## config.mk

```make
export PLATFORM = sky130hd
export DESIGN_NAME = fptbq_ram
export DESIGN_NICKNAME = d
export VERILOG_FILES = /design/src/rtl/flux_pulse_to_bitcell_quantizer_macros.svh /design/src/rtl/fptbq_ram.sv
export SDC_FILE = /design/constraint.sdc
export NUM_CORES = 2
export LEC_CHECK = 0
export ABC_CLOCK_PERIOD_IN_PS = 6700
export BUFFER_PORTS_ARGS = -buffer_cell sky130_fd_sc_hd__clkbuf_2
export CORE_ASPECT_RATIO = 1.75
export CORE_UTILIZATION = 45
export CTS_CLUSTER_SIZE = 8
export DETAILED_ROUTE_END_ITERATION = 10
export GPL_TIMING_DRIVEN = 1
export PLACE_DENSITY = 0.58
export SLEW_MARGIN = 20
export SYNTH_ARGS = -nofsm -noshare
export SYNTH_HDL_FRONTEND = slang
export SYNTH_SLANG_ARGS = --single-unit
```

## constraint.sdc

```tcl
create_clock -name i_clk -period 6.7 [get_ports i_clk]
set_input_delay 0.67 -clock i_clk [delete_from_list [all_inputs] [get_ports i_clk]]
set_output_delay 0.67 -clock i_clk [all_outputs]
set_load 0.01 [all_outputs]
```

## src/rtl/flux_pulse_to_bitcell_quantizer_macros.svh

```systemverilog
// Assertion macros for the flux pulse to bit cell quantizer.
// Used by the top level and by the divider; no other dependencies.
`ifndef FLUX_PULSE_TO_BITCELL_QUANTIZER_MACROS_SVH
`define FLUX_PULSE_TO_BITCELL_QUANTIZER_MACROS_SVH
`ifndef SYNTHESIS
`define FPTBQ_ASSERT_HOLDS(label, clk, rst_n, cond) \
    label: assert property (@(posedge clk) disable iff (!rst_n) (cond)) \
        else $error("fptbq check failed");
`define FPTBQ_ASSERT_IMPLIES(label, clk, rst_n, ante, cons) \
    label: assert property (@(posedge clk) disable iff (!rst_n) (ante) |-> (cons)) \
        else $error("fptbq check failed");
`else
`define FPTBQ_ASSERT_HOLDS(label, clk, rst_n, cond)
`define FPTBQ_ASSERT_IMPLIES(label, clk, rst_n, ante, cons)
`endif
`endif

```

## src/rtl/fptbq_ram.sv

```systemverilog
// Generic single-port-write, single-port-read RAM with registered read data.
// No dependencies.
`timescale 1ns / 1ps

module fptbq_ram #(
    parameter int WIDTH = 8,
    parameter int DEPTH = 256
) (
    input  logic                     i_clk,
    input  logic                     i_wr_en,
    input  logic [$clog2(DEPTH)-1:0] i_wr_addr,
    input  logic [WIDTH-1:0]         i_wr_data,
    input  logic                     i_rd_en,
    input  logic [$clog2(DEPTH)-1:0] i_rd_addr,
    output logic [WIDTH-1:0]         o_rd_data
);

    logic [WIDTH-1:0] r_mem [DEPTH];
    logic [WIDTH-1:0] r_rd_data;

    always_ff @(posedge i_clk) begin
        if (i_wr_en) begin
            r_mem[i_wr_addr] <= i_wr_data;
        end
        if (i_rd_en) begin
            r_rd_data <= r_mem[i_rd_addr];
        end
    end

    assign o_rd_data = r_rd_data;

endmodule

```

# After elaboration in Yosys (flattened, before gate mapping)
# Memory sizes are Yosys's and may differ from the RTL's. A register that Yosys moved wholly into a read port is not among the register bits.
# Index checks and enable logic that the tools add are counted.
totals:
  mem_bits_rw: 2048
  memories: 1
  wordCells: 3
  inputBits: 27
  out_inout_bits: 8
  ff_bits: 0
mem_list:
  columns: ["memory", "words", "width", "rd", "rd_ports_with_merged_regs", "wr", "line_no", "text"]
  rows:
  - ["r_mem", 256, 8, 1, 1, 1, "fptbq_ram.sv:18", "logic [WIDTH-1:0] r_mem [DEPTH];"]
classes:
  muxes: 2
ops:
  columns: ["operator", "count"]
  rows:
  - ["2-to-1 mux 1 bit", 2]

# Logic depth before layout (Yosys ltp)
depth:
  word_depth: 2
  mapped_depth: 11
  depth_no_buf: 6

# Worst setup path after synthesis
# No wires, ideal clock.
synth_timing:
  kind: "input to register"
  startpoint: "input i_rd_addr[0]"
  endpoint: "register r_rd_data[2], in the netlist o_rd_data[2] (read register of r_mem), data pin"
  n_path_buf: 4
  path_stages: 9
  arrival_time_ps: 2477
  setup_slack_ps: 3954
  required_time_ps: 6431
  setup_ps: 269
  path_cell_list: "buf_6 -> buf_12 -> buf_8 -> buf_2 -> mux4_2 -> a22oi_1 -> a21oi_1 -> nor4_1 -> nor4_2"
synth_rtl:
  columns: ["item", "line_no", "text"]
  rows:
  - ["start, declared", "fptbq_ram.sv:14", "input logic [$clog2(DEPTH)-1:0] i_rd_addr,"]
  - ["end, declared", "fptbq_ram.sv:19", "logic [WIDTH-1:0] r_rd_data;"]

==> metrics.txt <==
Setup violations, final 0; Worst Tran Pin Value 1.25 ns; Comb pwr share 0.045; Area Growth Syn to Fin 13.3%; met2 Use GR 0.437; Async S/R FF share, synth 0; r2r worst-path depth 6; FP Rows 203; register clock-pin slew on the reported worst setup and hold paths 0.05 ns; slew margin rel. 0.166; Wirelength per Cell 33.8 um; FF-to-FF End o_rd_data[3]; synth top area cells edfxtp_1 78%, mux4_2 13%, mux2i_1 1.7%, nor2_1 1.3%, a22oi_1 1.3%; critical path class in2reg; Final Worst Setup Slack 2.96 ns; proportion of power drawn by the clock network 0.457; Post-Route Skew 0.0372 ns; vias 38520; top cell type's share of synthesized area 0.775; global routing's busiest layer met2; slowest CP cell nor3_1; Synth Area per Inst 21.3 um2; Layout Nets 3964; synthesized cell area 79600 um2; crit-path max cell delay 0.81 ns; startpoint class of the critical path input pin; Post-DP HPWL 131 mm; synth warn 0; share of layout cells above drive strength 1 0.240; fin util 0.515; Tmin final 3.74 ns; Worst Setup EP o_rd_data[0]; post-DR vias/cell 6.20; global route overflow 0; TritonCTS Buffers 298; Die W 320 um; CTS sink cnt 2056; DRT iter0 DRCs 3494; outcome completed; Main synth FF type edfxtp_1; Setup crit start i_rd_addr[0]; Worst Hold Class in2reg; vias in the first global route 40880; post-CTS setup buffer count 0; gpl congestion 0.846; Clock Tree Root clkbuf_16; Seq/Total Area, Yosys 0.775; non-filler cells, final 6214; antenna-violating nets left 0; Synthesized Nets 3760; Initial Util 0.454; Commonest cells post-synth 2056 x edfxtp_1, 454 x mux4_2, 282 x nor2_1; post-synth top area cell edfxtp_1; Die Y-Extent 559 um; count of flip-flops with a built-in enable after synthesis 2056; die area 179000 um2; routing usage on met3 0.0343; post-route setup TNS 0 ns; count leader, synth edfxtp_1; Detailed Routing Iterations Pass 1 7; Fmax 267 MHz; RR Startpoint r_mem[27][3]; switching part of the total 0.210; CTS tree yes; worst skew pair latency 0.81 ns; core area 175000 um2; DR DRC count 0; Routed Wire Length 210 mm; Port Buf Inserts 34; Critical Path Fanout Max 55; critical path endpoint category flip-flop; Cell Pwr Density 317 nW/um2; Buffers & Inverters on Critical Path 3; Tcrit/Tclk final 0.558; max cap viols 0; Final Hold Fails 0; largest net degree at the start of global routing 188; Post-Place Cells 5892; Psw 6.01 mW; RSZ-0062 raised after global routing false; Peak supply drop 0.267 mV; met1 GRT Util 0.271; H-Tree Depth 5; initial antenna violation count 11; # hold bufs at CTS 0; Crit path depth 8; Yosys cell types 54; R2R setup slack 3.72 ns; Mapped Cells 3733; Reg power frac 0.498; Gates resized, CTS repair 0; GR Util All Layers 0.237; final number of max-transition violations 0; I/O pin cnt 35; crit-path leading delay family buffers and inverters; first-pass GRT wire length 300 mm; Pleak 27.9 nW; pre-CTS worst setup slack 2.08 ns; Pint 22.6 mW; crit path DAT 4.26 ns; FF+latch count, synth 2056; required time worst endpoint 7.22 ns; crit-path cells buf_8, buf_4, buf_4, mux4_2, a21oi_1, a21oi_1, nor3_1, nor4_2; Max Root-Sink Buffers 4
-- metal layers --
| metal | routed length [um] | up-vias |
|---|---|---|
| li1 | - | 15961 |
| met1 | 74000 | 20691 |
| met2 | 116000 | 1431 |
| met3 | 10800 | 421 |
| met4 | 9430 | 16 |
| met5 | 110 | - |
-- worst reg2reg max path, cell delays in order, from the launching register on --
cell and delay [ns]:
edfxtp_1 0.36, mux4_2 0.47, a22o_1 0.26, a221oi_1 0.27, o221ai_1 0.41, a211oi_1 0.85, nor4_1 0.08
-- metrics by stage --
stage / area (um2) / hold slack [ns] / power [mW]
3_3_place_gp: 82300 / 1.13 / 15.8
5_1_grt: 90200 / 0.299 / 29.3
4_1_cts: 90200 / 0.283 / 28.8
6_report: 90200 / 0.287 / 28.6
3_5_place_dp: 82400 / 1.14 / 15.8
2_1_floorplan: 79600 / 0.769 / 15.2
-- kinds of logic after synthesis --
family,synth area share
simple gates,0.0263
flops,0.775
mux,0.146
compound gates,0.0342
buf+inv,0.0183
-- how the worst min path moves through the flow --
stage                                to  cells after the start         start  slack (ns)
after floorplan             r_mem[0][0]                      0  i_wr_data[0]        0.77
after CTS                  r_mem[69][4]                      1  i_wr_data[4]        0.28
after global routing      r_mem[208][0]                      1  i_wr_data[0]        0.30
after global placement     r_mem[70][4]                      1  i_wr_data[4]        1.13
final                     r_mem[208][0]                      1  i_wr_data[0]        0.29
after detailed placement   r_mem[69][4]                      1  i_wr_data[4]        1.14
-- layout by cell type, fill, tap and decap left out, types with 8 or more instances in the layout --
cell       count
nor2b_1       27
o22ai_1       28
clkbuf_2      22
buf_8         10
o221ai_1      46
mux4_2       454
nand3_1       30
nand2b_1       8
a22o_1         8
nor4_2        16
a211oi_1      15
nand4_1       10
a221oi_1      13
edfxtp_1    2056
a21oi_1       96
inv_6          9
nor2_1       279
nand2_1       33
mux2i_1      134
o21ai_0        9
buf_12        16
nor3_1        21
nor4_1        11
o211ai_1      10
clkbuf_16    303
buf_4         88
a22oi_1      133
-- power by group through the flow --
stage                     Combinational, mW  Clock (mW)  Sequential (mW)
after floorplan                       0.689           0             14.5
after global placement                 1.29           0             14.5
after detailed placement               1.32           0             14.5
after CTS                              1.32        13.2             14.2
after global routing                   1.36        13.7             14.2
final                                  1.30        13.1             14.2
-- sequential cells by signal, summed over array words and instances (netlist names) --
register	flops
r_mem	2048
o_rd_data	8
-- area by class of cell --
cell class              count  area, um2
well taps                2255       2820
flip-flops and latches   2056      61700
clock inverters            17        230
repair buffers            137       1250
inverters                   2       7.51
multi-input cells        1442      16600
diodes                      2       5.00
clock buffers             303       7580
fillers                 13641      85000
(Power assumes the default switching activity.)
