File: config.mk
export PLATFORM = sky130hd
export DESIGN_NAME = fptbq_divider
export DESIGN_NICKNAME = d
export VERILOG_FILES = /design/src/rtl/fptbq_pkg.sv /design/src/rtl/fptbq_divider.sv
export VERILOG_INCLUDE_DIRS = /design/src /design/src/rtl
export SDC_FILE = /design/constraint.sdc
export NUM_CORES = 1
export LEC_CHECK = 0
export ABC_AREA = 1
export BUFFER_PORTS_ARGS = -buffer_cell sky130_fd_sc_hd__clkbuf_2
export CAP_MARGIN = 10
export CORE_MARGIN = 5
export CORE_UTILIZATION = 59
export DETAILED_ROUTE_END_ITERATION = 8
export PLACE_DENSITY = 0.82
export SLEW_MARGIN = 15
export SYNTH_ARGS = -nofsm -noshare
export SYNTH_HDL_FRONTEND = slang
export SYNTH_SLANG_ARGS = --single-unit
File: constraint.sdc
create_clock -name i_clk -period 2.85 [get_ports i_clk]
set_input_delay 0.1425 -clock i_clk [delete_from_list [all_inputs] [get_ports i_clk]]
set_output_delay 0.1425 -clock i_clk [all_outputs]
set_load 0.01 [all_outputs]
File: src/rtl/flux_pulse_to_bitcell_quantizer_macros.svh
// Assertion macros for the flux pulse to bit cell quantizer.
// Used by the top level and by the divider; no other dependencies.
`ifndef FLUX_PULSE_TO_BITCELL_QUANTIZER_MACROS_SVH
`define FLUX_PULSE_TO_BITCELL_QUANTIZER_MACROS_SVH
`ifndef SYNTHESIS
`define FPTBQ_ASSERT_HOLDS(label, clk, rst_n, cond) \
    label: assert property (@(posedge clk) disable iff (!rst_n) (cond)) \
        else $error("fptbq check failed");
`define FPTBQ_ASSERT_IMPLIES(label, clk, rst_n, ante, cons) \
    label: assert property (@(posedge clk) disable iff (!rst_n) (ante) |-> (cons)) \
        else $error("fptbq check failed");
`else
`define FPTBQ_ASSERT_HOLDS(label, clk, rst_n, cond)
`define FPTBQ_ASSERT_IMPLIES(label, clk, rst_n, ante, cons)
`endif
`endif

File: src/rtl/fptbq_pkg.sv
// Package for the flux pulse to bit cell quantizer: widths, codes and divider types.
// No dependencies; used by fptbq_if, the divider, the top level and the testbench.
`timescale 1ns / 1ps

package fptbq_pkg;

    localparam int MaxPulses = 65536;

    localparam int TimeW  = 24;
    localparam int ByteW  = 8;
    localparam int CountW = 9;
    localparam int TotalW = 41;
    localparam int CprW   = 20;
    localparam int PosW   = 21;
    localparam int MarkW  = 8;
    localparam int DataW  = 32;
    localparam int PaddrW = 3;

    localparam logic [CprW-1:0] CprReset = 20'd50000;
    localparam logic [PaddrW-3:0] RegIdxCpr = 1'b0;
    localparam logic [MarkW-1:0] MarkMax = 8'hFF;

    // Divider: full quotient for the average, bounded quotients otherwise.
    localparam int DivW   = 41;
    localparam int GapQW  = 25;
    localparam int MarkQW = 17;

    typedef enum logic [1:0] {
        MODE_LOAD  = 2'd0,
        MODE_FETCH = 2'd1,
        MODE_CLEAR = 2'd2,
        MODE_NONE  = 2'd3
    } t_mode;

    typedef enum logic [1:0] {
        ST_OK   = 2'd0,
        ST_SKIP = 2'd1,
        ST_OVF  = 2'd2,
        ST_FAIL = 2'd3
    } t_status;

    typedef enum logic [1:0] {
        DIV_LEN_AVG  = 2'd0,
        DIV_LEN_GAP  = 2'd1,
        DIV_LEN_MARK = 2'd2
    } t_div_len;

    typedef struct packed {
        logic            start;
        t_div_len        len;
        logic [DivW-1:0] num;
        logic [DivW-1:0] den;
    } t_div_req;

    typedef struct packed {
        logic            done;
        logic [DivW-1:0] quo;
    } t_div_rsp;

endpackage

File: src/rtl/fptbq_divider.sv
// Shared radix-2 restoring divider, one quotient bit per cycle.
// Depends on fptbq_pkg and the assertion macro header.
`timescale 1ns / 1ps
`include "flux_pulse_to_bitcell_quantizer_macros.svh"

module fptbq_divider (
    input  logic                i_clk,
    input  logic                i_rst_n,
    input  fptbq_pkg::t_div_req i_req,
    output fptbq_pkg::t_div_rsp o_rsp
);

    localparam int W    = fptbq_pkg::DivW;
    localparam int CntW = $clog2(W + 1);

    logic [W-1:0]    r_rem;
    logic [W-1:0]    r_quo;
    logic [W-1:0]    r_den;
    logic [CntW-1:0] r_cnt;
    logic            r_busy;
    logic            r_done;

    logic [W-1:0]    n_rem;
    logic [W-1:0]    n_quo;
    logic [W-1:0]    n_den;
    logic [CntW-1:0] n_cnt;
    logic            n_busy;
    logic            n_done;

    logic [W:0]   shifted;
    logic [W+1:0] diff;
    logic         fits;

    assign shifted = {r_rem, r_quo[W-1]};
    assign diff    = {1'b0, shifted} - {2'b00, r_den};
    assign fits    = ~diff[W+1];

    always_comb begin
        n_rem  = r_rem;
        n_quo  = r_quo;
        n_den  = r_den;
        n_cnt  = r_cnt;
        n_busy = r_busy;
        n_done = 1'b0;
        if (i_req.start) begin
            n_den  = i_req.den;
            n_busy = 1'b1;
            unique case (i_req.len)
                fptbq_pkg::DIV_LEN_GAP: begin
                    n_rem = i_req.num >> fptbq_pkg::GapQW;
                    n_quo = i_req.num << (W - fptbq_pkg::GapQW);
                    n_cnt = CntW'(fptbq_pkg::GapQW);
                end
                fptbq_pkg::DIV_LEN_MARK: begin
                    n_rem = i_req.num >> fptbq_pkg::MarkQW;
                    n_quo = i_req.num << (W - fptbq_pkg::MarkQW);
                    n_cnt = CntW'(fptbq_pkg::MarkQW);
                end
                default: begin
                    n_rem = '0;
                    n_quo = i_req.num;
                    n_cnt = CntW'(W);
                end
            endcase
        end else if (r_busy) begin
            n_rem = fits ? diff[W-1:0] : shifted[W-1:0];
            n_quo = {r_quo[W-2:0], fits};
            n_cnt = r_cnt - 1'b1;
            if (r_cnt == CntW'(1)) begin
                n_busy = 1'b0;
                n_done = 1'b1;
            end
        end
    end

    always_ff @(posedge i_clk) begin
        if (!i_rst_n) begin
            r_cnt  <= '0;
            r_busy <= 1'b0;
            r_done <= 1'b0;
        end else begin
            r_cnt  <= n_cnt;
            r_busy <= n_busy;
            r_done <= n_done;
        end
    end

    always_ff @(posedge i_clk) begin
        r_rem <= n_rem;
        r_quo <= n_quo;
        r_den <= n_den;
    end

    assign o_rsp.done = r_done;
    assign o_rsp.quo  = r_quo;

    `FPTBQ_ASSERT_IMPLIES(a_div_no_restart, i_clk, i_rst_n, i_req.start, !r_busy)
    `FPTBQ_ASSERT_IMPLIES(a_div_busy_count, i_clk, i_rst_n, r_busy, r_cnt != '0)
    `FPTBQ_ASSERT_IMPLIES(a_div_done_idle, i_clk, i_rst_n, r_done, !r_busy)

endmodule

# After elaboration in Yosys (flattened, before gate mapping)

Index checks and enable logic that the tools add are counted.

Multiplexer cells: 14
$mul: 0
Equality and inequality tests: 3
Reduce and logical (&&, ||, !) cells: 2
Bitwise logic cells: 3
Shift-type cells: 0
Add/sub/neg operators: 2
Divide/modulo/power cells: 0
Magnitude comparators: 0

Operator list:

| cell                  | count |
|---|---|
| $mux W41              | 5 |
| $pmux W41 S2          | 1 |
| $pmux W24 S2          | 1 |
| $sub A42 B41 Y43      | 1 |
| $mux W6               | 2 |
| $pmux W6 S2           | 1 |
| $eq A6 B1 Y1 const B  | 1 |
| $sub A6 B1 Y6 const B | 1 |
| $mux W1               | 4 |
| $not A1 Y1            | 3 |
| $reduce_or A3 Y1      | 1 |
| $eq A2 B1 Y1 const B  | 1 |
| $eq A2 B2 Y1 const B  | 1 |
| $reduce_bool A2 Y1    | 1 |

Word-level logic and storage cells: 30
Output and inout port bits: 42
Register bits: 131
Latch bits: 0
Bits in read-only memories: 0
Memory bits (writable): 0
Memories: 0
Input port bits: 87

# Depth between registers and ports, before layout

Gate-level depths: netlist of the first run.

Word-level depth: 4
Depth in mapped cells: 16
Mapped depth without buffers: 16

# Worst setup path before layout of the first run

OpenSTA, ideal clock, no wires.

Path type: input to register
From: input i_req[84] (netlist bit)
To: register r_cnt[3]
Path slack: 0.232 ns
Path buffers: 1
Data arrival time: 2.494 ns
Stages on the path: 6
Path through: clkbuf_1 > nor2_1 > inv_1 > nand4_1 > nand3_1 > a21oi_1

Cells in the longest elaborated chain, start to end: 1
Elaborated cells between the ends (all ways): 2

RTL lines:

| element                                              | line                | source |
|---|---|---|
| from (decl)                                          | fptbq_divider.sv:9  | `input fptbq_pkg::t_div_req i_req,` |
| $mux W6 / $reduce_bool A2 Y1 (equally long branches) | --                  |  |
| to (signal assigned)                                 | fptbq_divider.sv:82 | `r_cnt <= n_cnt;` |
| to (decl)                                            | fptbq_divider.sv:19 | `logic [CntW-1:0] r_cnt;` |

Parallel ways exist; a longest one is shown, timed or not.
A chain may end at the register's enable or synchronous reset.

# Final worst setup path of the first run

From: register r_rem[13]
To: register r_rem[36] (data pin)

Cells in the longest elaborated chain, start to end: 4

RTL lines:

| element                | line                | source |
|---|---|---|
| from (decl)            | fptbq_divider.sv:16 | `logic [W-1:0] r_rem;` |
| from (signal assigned) | fptbq_divider.sv:89 | `r_rem <= n_rem;` |
| $sub A42 B41 Y43       | fptbq_divider.sv:35 | `assign diff = {1'b0, shifted} - {2'b00, r_den};` |
| $mux W41               | fptbq_divider.sv:66 | `n_rem = fits ? diff[W-1:0] : shifted[W-1:0];` |
| $mux W41               | fptbq_divider.sv:65 | `end else if (r_busy) begin` |
| $mux W41               | fptbq_divider.sv:45 | `if (i_req.start) begin` |

No other way between the ends. The select of a mux whose other input is x is not followed.

==> metrics.json, run 1 <==
{
  "status": {"value": "finished clean"},
  "rsz_0062_raised_after_global_routing": {"value": "false"},
  "end_kind": {"value": "flip-flop"},
  "std_cell_rows": {"value": 46},
  "grt_pass1_wl": {"value": 45280, "unit": "um"},
  "critPathSlowestCell": {"value": "sky130_fd_sc_hd__edfxtp_1"},
  "timing.critical_path.buf_inv": {"value": 2},
  "syn_area_per_cell": {"value": 7.139, "unit": "um^2"},
  "post-route-period-util": {"value": 0.9315},
  "fp.dieW": {"value": 137.2, "unit": "um"},
  "drt_pass1_iterations": {"value": 9},
  "clk_latency": {"value": 0.43, "unit": "ns"},
  "dieHeight": {"value": 137.2, "unit": "um"},
  "critPathLaunchType": {"value": "flip-flop"},
  "ctsLongestPathBuffers": {"value": 2},
  "clock-sinks": {"value": 131},
  "synth.largest_area_cell": {"value": "sky130_fd_sc_hd__edfxtp_1"},
  "antenna_found_initial": {"value": 1},
  "route.vias.total": {"value": 9596},
  "design.portCount": {"value": 129},
  "r2r_setup_slack": {"value": 0.20, "unit": "ns"},
  "sequential_share_of_the_synthesized_area": {"value": 0.4035},
  "timing_max_transition_violations_final": {"value": 0},
  "fp.coreArea": {"value": 0.01589, "unit": "mm^2"},
  "synth.cells.most_frequent": {"value": "sky130_fd_sc_hd__nand2_1 (447), sky130_fd_sc_hd__inv_1 (257), sky130_fd_sc_hd__edfxtp_1 (123), sky130_fd_sc_hd__nor2_1 (97), sky130_fd_sc_hd__nand3_1 (89)"},
  "start_util": {"value": 0.6013},
  "grt_overflow_total": {"value": 0},
  "min_delay_path_depth": {"value": 3},
  "cts_resized": {"value": 0},
  "p_leak": {"value": 5.889, "unit": "nW"},
  "pwr_dens": {"value": 889.5, "unit": "mW/mm^2"},
  "final_cells": {"value": 1735},
  "setup_viol_count_final": {"value": 0},
  "groute.usage.overall": {"value": 0.3104},
  "netlist_area": {"value": 0.009552, "unit": "mm^2"},
  "synthDominantCellAreaShare": {"value": 0.3867},
  "whs_endpoint": {"value": "r_rem[17]"},
  "report.final.hold_viol_count": {"value": 0},
  "dpl.hpwl": {"value": 21480, "unit": "um"},
  "max_cap_viol_count": {"value": 0},
  "critical-path-max-stage-delay": {"value": 0.43, "unit": "ns"},
  "clkSlewWorstSetupHoldPaths": {"value": 0.06, "unit": "ns"},
  "req_time_crit_path": {"value": 3.05, "unit": "ns"},
  "place_area": {"value": 0.01042, "unit": "mm^2"},
  "final.setup.tns": {"value": 0, "unit": "ns"},
  "worstRegToRegCells": {"value": 12},
  "viasPerCell": {"value": 5.531},
  "globalplace.congestion": {"value": 1.034},
  "timing.final.ws_setup": {"value": 0.1953, "unit": "ns"},
  "max_slew.worst_pin.slew": {"value": 0.8858, "unit": "ns"},
  "layout_min_cycle_time": {"value": 2.655, "unit": "ns"},
  "die-area": {"value": 0.01883, "unit": "mm^2"},
  "syn_to_final_growth": {"value": 19.52, "unit": "%"},
  "setup_slack_after_placement": {"value": 0.2978, "unit": "ns"},
  "hold_start": {"value": "i_req[75]"},
  "grt_pass1_vias": {"value": 8914},
  "cts_root_buffer": {"value": "sky130_fd_sc_hd__clkbuf_16"},
  "sequential_cell_area": {"value": 0.003854, "unit": "mm^2"},
  "place_inst": {"value": 1660},
  "critical_path.max_fanout": {"value": 4},
  "final_nets": {"value": 1638},
  "cts_tree": {"value": "built"},
  "dominantRegCellSynth": {"value": "sky130_fd_sc_hd__edfxtp_1"},
  "worst_r2r_endpoint": {"value": "r_rem[36]"},
  "timing.critical_path.arrival": {"value": 2.85, "unit": "ns"},
  "r2r-start": {"value": "r_rem[13]"},
  "cp_top_family": {"value": "simple AND/OR/NAND/NOR gates"},
  "antenna_violation_net_count_after_detailed_routing": {"value": 0},
  "timing.max_slew.rel_slack": {"value": 0.4088},
  "finalCoreUtilization": {"value": 0.7187},
  "synth_fp_nets": {"value": 1471},
  "timing.hold.worst.class": {"value": "primary input to flip-flop"},
  "grt_start_max_net_pins": {"value": 46},
  "timing_worst_setup_path_type": {"value": "flip-flop to flip-flop"},
  "timing.critical_path.cells": {"value": "ha_1, nand2_1, nor2_1, inv_1, nor2_1, nand3b_1, nand3_1, nand2_1, nand3_1, nand3_1, nand2_1, inv_1"},
  "max_freq": {"value": 376.7, "unit": "MHz"},
  "cts-buffers-inserted": {"value": 17},
  "multi_input_area": {"value": 0.004533, "unit": "mm^2"},
  "route.detailed.drc": {"value": 0},
  "filler_instances": {"value": 1305},
  "post_synth_inst_count": {"value": 1338},
  "post_route_skew": {"value": 0.01277, "unit": "ns"},
  "synth.lib_cells_used.distinct": {"value": 41},
  "post_drt_wl_per_cell": {"value": 16.68, "unit": "um"},
  "most_frequent_cell_after_synthesis": {"value": "sky130_fd_sc_hd__nand2_1"},
  "numPortBuffers": {"value": 128},
  "synth-async-reset-ratio": {"value": 0},
  "synthesis.yosys.warnings": {"value": 0},
  "flip_flop_and_latch_count_after_synthesis": {"value": 131},
  "totalWireLength": {"value": 28940, "unit": "um"},
  "max-vdd-ir-drop": {"value": 527.0, "unit": "uV"},
  "number_of_flops_mapped_to_enable_cells_by_yosys": {"value": 123},
  "netlist_top_cells_area": {"value": "sky130_fd_sc_hd__edfxtp_1 (39%), sky130_fd_sc_hd__nand2_1 (18%), sky130_fd_sc_hd__inv_1 (10%), sky130_fd_sc_hd__ha_1 (5.9%), sky130_fd_sc_hd__nand3_1 (4.7%)"},
  "fraction_of_layout_instances_using_a_drive_strength_above_1": {"value": 0.1311},
  "design_area": {"value": 0.01142, "unit": "mm^2"},
  "cts_htree_levels": {"value": 4},
  "first_iter_violations": {"value": 1223}
}
[stage by stage]
stage / hold WS [ns] / power [W]
after global routing: 0.04635 / 0.01081
after floorplan: 0.2414 / 0.006489
after CTS: 0.02285 / 0.01001
final: 0.02360 / 0.01015
after global placement: 0.3193 / 0.007697
after detailed placement: 0.3211 / 0.007764
[sequential cells by signal, indices dropped and copies added, names as in the netlist]
name,count
r_rem,41
r_quo,41
r_cnt,6
r_done,1
r_den,41
r_busy,1
[routing by layer]
layer	up-vias	global-route usage	share of wire
met1	4279	0.4275	0.42
met4	0	0.09035	0.028
met5	-	0	0
li1	4632	-	-
met3	75	0.07852	0.11
met2	610	0.4875	0.44
[cell usage in the layout, fill, tap and decap left out, types with 11 or more instances in the layout]
cell type and count:
sky130_fd_sc_hd__nand2_1 447, sky130_fd_sc_hd__inv_1 255, sky130_fd_sc_hd__clkbuf_2 128, sky130_fd_sc_hd__edfxtp_1 123
sky130_fd_sc_hd__nor2_1 96, sky130_fd_sc_hd__nand3_1 89, sky130_fd_sc_hd__a21oi_1 48, sky130_fd_sc_hd__ha_1 45
sky130_fd_sc_hd__dlygate4sd3_1 42, sky130_fd_sc_hd__o21ai_0 34, sky130_fd_sc_hd__nand4_1 31, sky130_fd_sc_hd__o22ai_1 26
sky130_fd_sc_hd__clkbuf_16 19, sky130_fd_sc_hd__o211ai_1 17, sky130_fd_sc_hd__xnor2_1 15, sky130_fd_sc_hd__o21ai_1 12
sky130_fd_sc_hd__buf_4 11
[cell families after synthesis]
group,Yosys count,share of synthesized area
AO/OA/AOI/OAI,151,0.09117
XOR/XNOR,17,0.01559
adder cells (fa/ha/maj),46,0.06104
buffers and inverters,297,0.1222
flip-flops,131,0.4035
AND/OR/NAND/NOR,696,0.3065
[worst max-delay path by stage]
stage | start | end | cells past startpoint
finish | r_rem[13] | r_rem[36] | 12
global route | r_rem[13] | r_rem[36] | 12
CTS | r_quo[40] | r_rem[36] | 15
detailed placement | r_quo[40] | r_rem[36] | 15
global placement | r_quo[40] | r_rem[36] | 15
floorplan | i_req[84] | r_cnt[3] | 6
[worst register-to-register path, cell delays in order, from the launching register on]
cell and delay, ns:
sky130_fd_sc_hd__edfxtp_1 0.43, sky130_fd_sc_hd__ha_1 0.39, sky130_fd_sc_hd__nand2_1 0.15, sky130_fd_sc_hd__nor2_1 0.26, sky130_fd_sc_hd__inv_1 0.08, sky130_fd_sc_hd__nor2_1 0.24
sky130_fd_sc_hd__nand3b_1 0.22, sky130_fd_sc_hd__nand3_1 0.20, sky130_fd_sc_hd__nand2_1 0.12, sky130_fd_sc_hd__nand3_1 0.09, sky130_fd_sc_hd__nand3_1 0.12, sky130_fd_sc_hd__nand2_1 0.08
sky130_fd_sc_hd__inv_1 0.03
[repair_timing]
| item | CTS | global route |
|---|---|---|
| hold buffers | 42 | 0 |
| buffers inserted | 0 | 0 |
| hold endpoints to repair | 43 | 0 |
[power by group]
part / switching (W) / leakage, nW / total (W) / internal, W
Combinational: 0.00336 / 4.28 / 0.00511 / 0.00175
Sequential: 0.000255 / 1.33 / 0.00290 / 0.00264
Clock: 0.000918 / 0.286 / 0.00215 / 0.00123
Total: 0.00453 / 5.89 / 0.0102 / 0.00563
[cell type report]
cell class	instances	area share
Antenna cell	1	0.0002192
Clock buffer	21	0.04231
Clock inverter	11	0.007563
Inverter	261	0.08615
Multi-Input combinational cell	910	0.3971
Sequential cell	131	0.3376
Tap cell	216	0.02367
Timing Repair Buffer	184	0.1054
Note: power is estimated with default switching activity, not from simulation.
==> run 2, diff against run 1 <==
--- a/config.mk
+++ b/config.mk
@@ -10,9 +10,9 @@
 export BUFFER_PORTS_ARGS = -buffer_cell sky130_fd_sc_hd__clkbuf_2
 export CAP_MARGIN = 10
 export CORE_MARGIN = 5
-export CORE_UTILIZATION = 59
+export CORE_UTILIZATION = 53
 export DETAILED_ROUTE_END_ITERATION = 8
-export PLACE_DENSITY = 0.82
+export PLACE_DENSITY = 0.78
 export SLEW_MARGIN = 15
 export SYNTH_ARGS = -nofsm -noshare
 export SYNTH_HDL_FRONTEND = slang
==> constraint.sdc (replaced) <==
create_clock -name i_clk -period 2.35 [get_ports i_clk]
set_input_delay 0.1175 -clock i_clk [delete_from_list [all_inputs] [get_ports i_clk]]
set_output_delay 0.1175 -clock i_clk [all_outputs]
set_load 0.05 [all_outputs]
==> metrics.json, run 2 (synthesized netlist as in run 1, its figures left out) <==
{
  "setup_viol_count_final": {"value": 0, "change": "unchanged"},
  "max_freq": {"value": 428.7, "unit": "MHz", "change": "+14%"},
  "clkSlewWorstSetupHoldPaths": {"value": 0.06, "unit": "ns", "change": "about the same"},
  "post_drt_wl_per_cell": {"value": 16.70, "unit": "um", "change": "+0.11%"},
  "post_route_skew": {"value": 0.01131, "unit": "ns", "change": "-0.001455 ns"},
  "end_kind": {"value": "flip-flop"},
  "sequential_cell_area": {"value": 0.003854, "unit": "mm^2", "change": "unchanged"},
  "ctsLongestPathBuffers": {"value": 2, "change": "unchanged"},
  "dieHeight": {"value": 144.2, "unit": "um", "change": "+5.1%"},
  "timing.max_slew.rel_slack": {"value": 0.5499, "change": "+0.1410"},
  "timing.final.ws_setup": {"value": 0.01757, "unit": "ns", "change": "-0.1778 ns"},
  "report.final.hold_viol_count": {"value": 0, "change": "unchanged"},
  "totalWireLength": {"value": 29740, "unit": "um", "change": "+2.8%"},
  "cts_root_buffer": {"value": "sky130_fd_sc_hd__clkbuf_16"},
  "route.detailed.drc": {"value": 0, "change": "unchanged"},
  "multi_input_area": {"value": 0.005184, "unit": "mm^2", "change": "+14%"},
  "globalplace.congestion": {"value": 0.9966, "change": "-3.6%"},
  "grt_pass1_vias": {"value": 8876, "change": "-0.43%"},
  "antenna_violation_net_count_after_detailed_routing": {"value": 0, "change": "unchanged"},
  "fp.dieW": {"value": 144.2, "unit": "um", "change": "+5.1%"},
  "clk_latency": {"value": 0.43, "unit": "ns", "change": "about the same"},
  "drt_pass1_iterations": {"value": 5, "change": "-4"},
  "start_util": {"value": 0.5354, "change": "-0.06591"},
  "max_slew.worst_pin.slew": {"value": 0.6711, "unit": "ns", "change": "-0.2147 ns"},
  "fraction_of_layout_instances_using_a_drive_strength_above_1": {"value": 0.2094, "change": "+0.07831"},
  "antenna_cells_inserted": {"value": 0, "change": "-1"},
  "dpl.hpwl": {"value": 21760, "unit": "um", "change": "+1.3%"},
  "first_iter_violations": {"value": 890, "change": "-27%"},
  "cts_htree_levels": {"value": 4, "change": "unchanged"},
  "timing.critical_path.arrival": {"value": 2.53, "unit": "ns", "change": "-0.32 ns"},
  "clock-sinks": {"value": 131, "change": "unchanged"},
  "pwr_dens": {"value": 1116, "unit": "mW/mm^2", "change": "+25%"},
  "grt_overflow_total": {"value": 0, "change": "unchanged"},
  "setup_slack_after_placement": {"value": -0.08275, "unit": "ns", "change": "-0.3805 ns"},
  "cts-buffers-inserted": {"value": 17, "change": "unchanged"},
  "final_nets": {"value": 1672, "change": "+2.1%"},
  "max_cap_viol_count": {"value": 0, "change": "unchanged"},
  "timing_max_transition_violations_final": {"value": 0, "change": "unchanged"},
  "groute.usage.overall": {"value": 0.2797, "change": "-0.03065"},
  "cts_tree": {"value": "built"},
  "rsz_0062_raised_after_global_routing": {"value": "true"},
  "die-area": {"value": 0.02081, "unit": "mm^2", "change": "+10%"},
  "final.setup.tns": {"value": 0, "unit": "ns", "change": "unchanged"},
  "timing.hold.worst.class": {"value": "primary input to flip-flop"},
  "route.vias.total": {"value": 9665, "change": "+0.72%"},
  "layout_min_cycle_time": {"value": 2.332, "unit": "ns", "change": "-0.3222 ns"},
  "total_power": {"value": 0.01379, "unit": "W", "change": "+36%"},
  "post-route-period-util": {"value": 0.9925, "change": "+0.06107"},
  "std_cell_rows": {"value": 49, "change": "+6.5%"},
  "syn_to_final_growth": {"value": 29.41, "unit": "%"},
  "timing.hold.ws": {"value": 0.02024, "unit": "ns", "change": "-0.003351 ns"},
  "r2r_setup_slack": {"value": 0.02, "unit": "ns", "change": "-0.18 ns"},
  "design.portCount": {"value": 129, "change": "unchanged"},
  "numPortBuffers": {"value": 128, "change": "unchanged"},
  "req_time_crit_path": {"value": 2.55, "unit": "ns", "change": "-0.50 ns"},
  "status": {"value": "finished clean"},
  "largest_registers": {"value": "r_den: 41 flops, r_quo: 41 flops, r_rem: 41 flops"},
  "layout.cells.most_common_list": {"value": "sky130_fd_sc_hd__nand2_1 (422), sky130_fd_sc_hd__inv_1 (254), sky130_fd_sc_hd__clkbuf_2 (128), sky130_fd_sc_hd__edfxtp_1 (123), sky130_fd_sc_hd__nor2_1 (84)"},
  "critPathLaunchType": {"value": "flip-flop"},
  "timing_worst_setup_path_type": {"value": "flip-flop to flip-flop"},
  "grt_pass1_wl": {"value": 45220, "unit": "um", "change": "-0.14%"},
  "viasPerCell": {"value": 5.427, "change": "-1.9%"},
  "grt_start_max_net_pins": {"value": 86, "change": "+87%"},
  "finalCoreUtilization": {"value": 0.6928, "change": "-0.02583"},
  "max-vdd-ir-drop": {"value": 1121, "unit": "uV", "change": "+110%"},
  "most_common_cell_after_layout_fill_and_taps_aside": {"value": "sky130_fd_sc_hd__nand2_1"},
  "filler_instances": {"value": 1420, "change": "+8.8%"},
  "fp.coreArea": {"value": 0.01784, "unit": "mm^2", "change": "+12%"},
  "critical_path.max_fanout": {"value": 12, "change": "+8"},
  "antenna_found_initial": {"value": 0, "change": "-1"},
  "p_leak": {"value": 6.108, "unit": "nW", "change": "+3.7%"}
}
## run 2: cell count changes in the layout (fill, tap and decap cells not counted), moves of 11 or more
cell | before | now
sky130_fd_sc_hd__nand2_1 | 447 | 422
sky130_fd_sc_hd__nor2_1 | 96 | 84
sky130_fd_sc_hd__nand3_1 | 89 | 78
sky130_fd_sc_hd__ha_4 | 0 | 32
sky130_fd_sc_hd__ha_1 | 45 | 13
sky130_fd_sc_hd__nand2_2 | 4 | 25
sky130_fd_sc_hd__buf_4 | 11 | 39
## run 2: timing repair
action / 4_1_cts / 5_1_grt
setup endpoints to repair: 6 / 42
cloned: 0 / 1
pin swaps: 0 / 4
setup buffers: 0 / 6
hold endpoints to repair: 43 / 0
resized for setup: 7 / 102
hold buffers: 42 / 0
## run 2: worst paths after layout
| kind | startpoint | endpoint | cells past startpoint |
|---|---|---|---|
| min | i_req[77] | r_rem[19] | 3 |
| max reg2reg | r_rem[9] | r_rem[33] | 11 |
| min reg2reg | r_cnt[3] | r_cnt[3] | 2 |
| max | r_rem[9] | r_rem[33] | 11 |
## run 2: per-layer routing
metal  vias up  global-route usage  part of all wire
met5         -                   0                 0
met4         0             0.08886             0.027
met3        65             0.04960             0.096
met2       505              0.4368              0.45
met1      4396              0.3982              0.43
li1       4699                   -                 -
## run 2: worst max-delay path: stages, from the launching register on
cell and delay, ns:
sky130_fd_sc_hd__edfxtp_1 0.50, sky130_fd_sc_hd__ha_4 0.36, sky130_fd_sc_hd__nand2_2 0.09, sky130_fd_sc_hd__nor2_4 0.12, sky130_fd_sc_hd__inv_2 0.07, sky130_fd_sc_hd__nor3_4 0.23, sky130_fd_sc_hd__nand3_4 0.12, sky130_fd_sc_hd__nand3_4 0.17
sky130_fd_sc_hd__buf_12 0.17, sky130_fd_sc_hd__nand3_2 0.13, sky130_fd_sc_hd__nand2_1 0.10, sky130_fd_sc_hd__inv_1 0.04
## run 2: area by class of cell
class / count / area share
Inverter: 261 / 0.07977
Timing Repair Buffer: 218 / 0.1217
Tap cell: 229 / 0.02318
Sequential cell: 131 / 0.3118
Multi-Input combinational cell: 910 / 0.4194
Clock inverter: 14 / 0.009515
Clock buffer: 18 / 0.03472
## run 2: stage by stage
step,cell area (um^2),std cells
2_1_floorplan,9558,1338
3_3_place_gp,10660,1700
6_report,12360,1781
3_5_place_dp,10660,1700
4_1_cts,11690,1774
5_1_grt,12360,1781
## run 2: power breakdown
part | internal, W | leakage, nW | total [W] | switching (W)
sequential | 0.00321 | 1.33 | 0.00364 | 0.000431
combinational | 0.00295 | 4.52 | 0.00761 | 0.00466
clock | 0.00138 | 0.262 | 0.00254 | 0.00116
==> run 3, diff against run 2 <==
--- a/config.mk
+++ b/config.mk
@@ -9,9 +9,11 @@
 export ABC_AREA = 1
 export BUFFER_PORTS_ARGS = -buffer_cell sky130_fd_sc_hd__clkbuf_2
 export CAP_MARGIN = 10
+export CORE_ASPECT_RATIO = 1.4
 export CORE_MARGIN = 5
 export CORE_UTILIZATION = 53
 export DETAILED_ROUTE_END_ITERATION = 8
+export GPL_TIMING_DRIVEN = 0
 export PLACE_DENSITY = 0.78
 export SLEW_MARGIN = 15
 export SYNTH_ARGS = -nofsm -noshare
==> metrics.json, run 3 (synthesized netlist as in run 1, its figures left out) <==
{
  "critical_path.max_fanout": {"value": 10, "change": "-2"},
  "timing.critical_path.cells": {"value": "ha_4, nand2_4, nor2_4, nand2_4, nor3_4, nand3_4, nand3_4, buf_8, nand3_1, nand2_1, inv_1"},
  "power_frac_seq": {"value": 0.244, "change": "-0.020"},
  "drt_pass1_iterations": {"value": 7, "change": "+2"},
  "grt_start_max_net_pins": {"value": 43, "change": "-50%"},
  "syn_to_final_growth": {"value": 36.27, "unit": "%"},
  "most_common_cell_after_layout_fill_and_taps_aside": {"value": "sky130_fd_sc_hd__nand2_1"},
  "max_cap_viol_count": {"value": 0, "change": "unchanged"},
  "first_iter_violations": {"value": 802, "change": "-9.9%"},
  "violations_in_the_final_reports": {"value": "setup timing"},
  "cts-buffers-inserted": {"value": 17, "change": "unchanged"},
  "final_nets": {"value": 1729, "change": "+3.4%"},
  "timing.critical_path.arrival": {"value": 2.63, "unit": "ns", "change": "+0.10 ns"},
  "pwr-share-clk": {"value": 0.176, "change": "-0.008"},
  "die-area": {"value": 0.02085, "unit": "mm^2", "change": "+0.18%"},
  "multi_input_area": {"value": 0.005398, "unit": "mm^2", "change": "+4.1%"},
  "dieHeight": {"value": 168.8, "unit": "um", "change": "+17%"},
  "grt.met2_usage": {"value": 0.5554, "change": "+0.1186"},
  "filler_instances": {"value": 1435, "change": "+1.1%"},
  "r2r_setup_slack": {"value": -0.09, "unit": "ns", "change": "-0.11 ns"},
  "timing.hold.worst.class": {"value": "primary input to flip-flop"},
  "status": {"value": "finished with violations"},
  "critPathSlowestCell": {"value": "sky130_fd_sc_hd__edfxtp_1"},
  "p_leak": {"value": 6.382, "unit": "nW", "change": "+4.5%"},
  "power.internal": {"value": 0.008151, "unit": "W", "change": "+8.1%"},
  "timing.final.ws_setup": {"value": -0.09022, "unit": "ns", "change": "-0.1078 ns"},
  "req_time_crit_path": {"value": 2.54, "unit": "ns", "change": "about the same"},
  "start_util": {"value": 0.5350, "change": "about the same"},
  "total_power": {"value": 0.01497, "unit": "W", "change": "+8.5%"},
  "grt_pass1_vias": {"value": 10170, "change": "+15%"},
  "timing.critical_path.buf_inv": {"value": 2, "change": "-1"},
  "totalWireLength": {"value": 33220, "unit": "um", "change": "+12%"},
  "route.detailed.drc": {"value": 0, "change": "unchanged"},
  "max_slew.worst_pin.slew": {"value": 0.8439, "unit": "ns", "change": "+0.1729 ns"},
  "r2r-start": {"value": "r_rem[23]"},
  "sequential_cell_area": {"value": 0.003854, "unit": "mm^2", "change": "unchanged"},
  "timing.hold.ws": {"value": 0.02616, "unit": "ns", "change": "+0.005919 ns"},
  "whs_endpoint": {"value": "r_rem[19]"},
  "grt_overflow_total": {"value": 0, "change": "unchanged"},
  "clock-sinks": {"value": 131, "change": "unchanged"},
  "max-vdd-ir-drop": {"value": 593.4, "unit": "uV", "change": "-47%"},
  "max_freq": {"value": 409.8, "unit": "MHz", "change": "-4.4%"},
  "gr-max-usage-layer": {"value": "met2"},
  "post-route-period-util": {"value": 1.038, "change": "+0.04587"},
  "layout.cells.most_common_list": {"value": "sky130_fd_sc_hd__nand2_1 (408), sky130_fd_sc_hd__inv_1 (243), sky130_fd_sc_hd__clkbuf_2 (127), sky130_fd_sc_hd__edfxtp_1 (123), sky130_fd_sc_hd__nor2_1 (86)"},
  "std_cell_rows": {"value": 58, "change": "+18%"},
  "setup_viol_count_final": {"value": 32, "change": "+32"},
  "antenna_violation_net_count_after_detailed_routing": {"value": 0, "change": "unchanged"},
  "timing_worst_setup_path_type": {"value": "flip-flop to flip-flop"},
  "fp.dieW": {"value": 123.5, "unit": "um", "change": "-14%"},
  "cts_tree": {"value": "built"},
  "grtUsageMet3": {"value": 0.04813, "change": "-0.001475"},
  "groute.usage.overall": {"value": 0.3178, "change": "+0.03809"},
  "viasPerCell": {"value": 5.467, "change": "+0.75%"},
  "rsz_0062_raised_after_global_routing": {"value": "true"},
  "layout_min_cycle_time": {"value": 2.440, "unit": "ns", "change": "+0.1078 ns"},
  "design.portCount": {"value": 129, "change": "unchanged"},
  "p_sw_frac": {"value": 0.4555, "change": "+0.002155"},
  "end_kind": {"value": "flip-flop"},
  "post_drt_wl_per_cell": {"value": 17.97, "unit": "um", "change": "+7.6%"},
  "fp.coreArea": {"value": 0.01785, "unit": "mm^2", "change": "about the same"},
  "route.vias.total": {"value": 10110, "change": "+4.6%"},
  "min_delay_path_depth": {"value": 3, "change": "unchanged"},
  "globalplace.congestion": {"value": 0.9768, "change": "-2.0%"},
  "worst_r2r_endpoint": {"value": "r_rem[33]"},
  "power.combinational.fraction": {"value": 0.580, "change": "+0.029"},
  "ctsLongestPathBuffers": {"value": 2, "change": "unchanged"},
  "setup_slack_after_placement": {"value": -0.6456, "unit": "ns", "change": "-0.5629 ns"},
  "cp_top_family": {"value": "simple AND/OR/NAND/NOR gates"},
  "critical-path-max-stage-delay": {"value": 0.49, "unit": "ns", "change": "about the same"},
  "fraction_of_layout_instances_using_a_drive_strength_above_1": {"value": 0.2480, "change": "+0.03857"},
  "antenna_cells_inserted": {"value": 0, "change": "unchanged"},
  "groute.layer.met1.usage": {"value": 0.3385, "change": "-0.05972"},
  "clkSlewWorstSetupHoldPaths": {"value": 0.07, "unit": "ns", "change": "about the same"},
  "post_route_skew": {"value": 0.01004, "unit": "ns", "change": "-0.001272 ns"},
  "clk_latency": {"value": 0.44, "unit": "ns", "change": "about the same"},
  "cts_htree_levels": {"value": 4, "change": "unchanged"},
  "antenna_found_initial": {"value": 0, "change": "unchanged"},
  "p_switching": {"value": 0.006819, "unit": "W", "change": "+9.1%"},
  "dpl.hpwl": {"value": 24180, "unit": "um", "change": "+11%"},
  "timing.max_slew.rel_slack": {"value": 0.4374, "change": "-0.1125"},
  "cts_root_buffer": {"value": "sky130_fd_sc_hd__clkbuf_16"},
  "timing_max_transition_violations_final": {"value": 0, "change": "unchanged"},
  "worstRegToRegCells": {"value": 11, "change": "unchanged"},
  "critPathLaunchType": {"value": "flip-flop"},
  "pwr_dens": {"value": 1150, "unit": "mW/mm^2", "change": "+3.1%"},
  "report.final.hold_viol_count": {"value": 0, "change": "unchanged"},
  "hold_start": {"value": "i_req[77]"},
  "grt_pass1_wl": {"value": 50820, "unit": "um", "change": "+12%"},
  "numPortBuffers": {"value": 128, "change": "unchanged"},
  "largest_registers": {"value": "r_den: 41 flops, r_quo: 41 flops, r_rem: 41 flops"}
}
run 3: worst max path at each step:
stage	start	endpoint	slack, ns	cells after the start
after global routing	r_rem[14]	r_rem[39]	-0.20	15
after detailed placement	i_req[84]	r_rem[5]	-0.65	6
after global placement	i_req[84]	r_cnt[1]	-1.67	7
after floorplan	r_quo[40]	r_rem[24]	0.03	11
after CTS	r_rem[36]	r_rem[3]	-0.008	14
final	r_rem[23]	r_rem[33]	-0.09	11
run 3: power by group through the flow:
stage	Clock (W)	Combinational, W	Sequential (W)
2_1_floorplan	0	0.00438	0.00377
3_3_place_gp	0	0.00633	0.00353
3_5_place_dp	0	0.00642	0.00354
4_1_cts	0.00265	0.00773	0.00361
5_1_grt	0.00273	0.00943	0.00368
6_report	0.00264	0.00868	0.00365
run 3: cell type report:
type,count,area share
Clock buffer,17,0.03268
Inverter,261,0.07594
Sequential cell,131,0.2961
Timing Repair Buffer,240,0.1310
Tap cell,240,0.02307
Buffer,34,0.01519
Timing Repair inverter,1,0.0003845
Clock inverter,15,0.01096
Multi-Input combinational cell,910,0.4147
run 3: what timing repair did:
item,CTS,global route
hold endpoints to repair,43,0
buffers inserted,34,33
endpoints found under the setup margin,90,77
resized for setup,95,99
hold buffers,42,0
gates cloned,2,1
pin swaps,31,34
run 3: worst reg2reg max path: cells and delay by family (launching register included):
family        cells  cell delay (ns)
buf+inv           2             0.23
simple gates      8             1.13
fa+ha+maj         1             0.34
flops             1             0.49
run 3: routing by layer:
metal	wire length, um	vias up
met4	2669	0
li1	-	4815
met1	11700	4650
met3	1952	153
met2	16900	491
met5	0	-
run 3: stage by stage:
| stage | cells | instance area, um^2 | TNS, ns | utilization |
|---|---|---|---|---|
| CTS | 1818 | 12460 | -0.01121 | 0.6979 |
| global placement | 1706 | 10500 | -161.29 | 0.5881 |
| global route | 1849 | 13020 | -5.959 | 0.7291 |
| finish | 1849 | 13020 | -1.185 | 0.7291 |
| floorplan | 1338 | 9558 | 0 | - |
| detailed placement | 1708 | 10540 | -68.30 | 0.5903 |
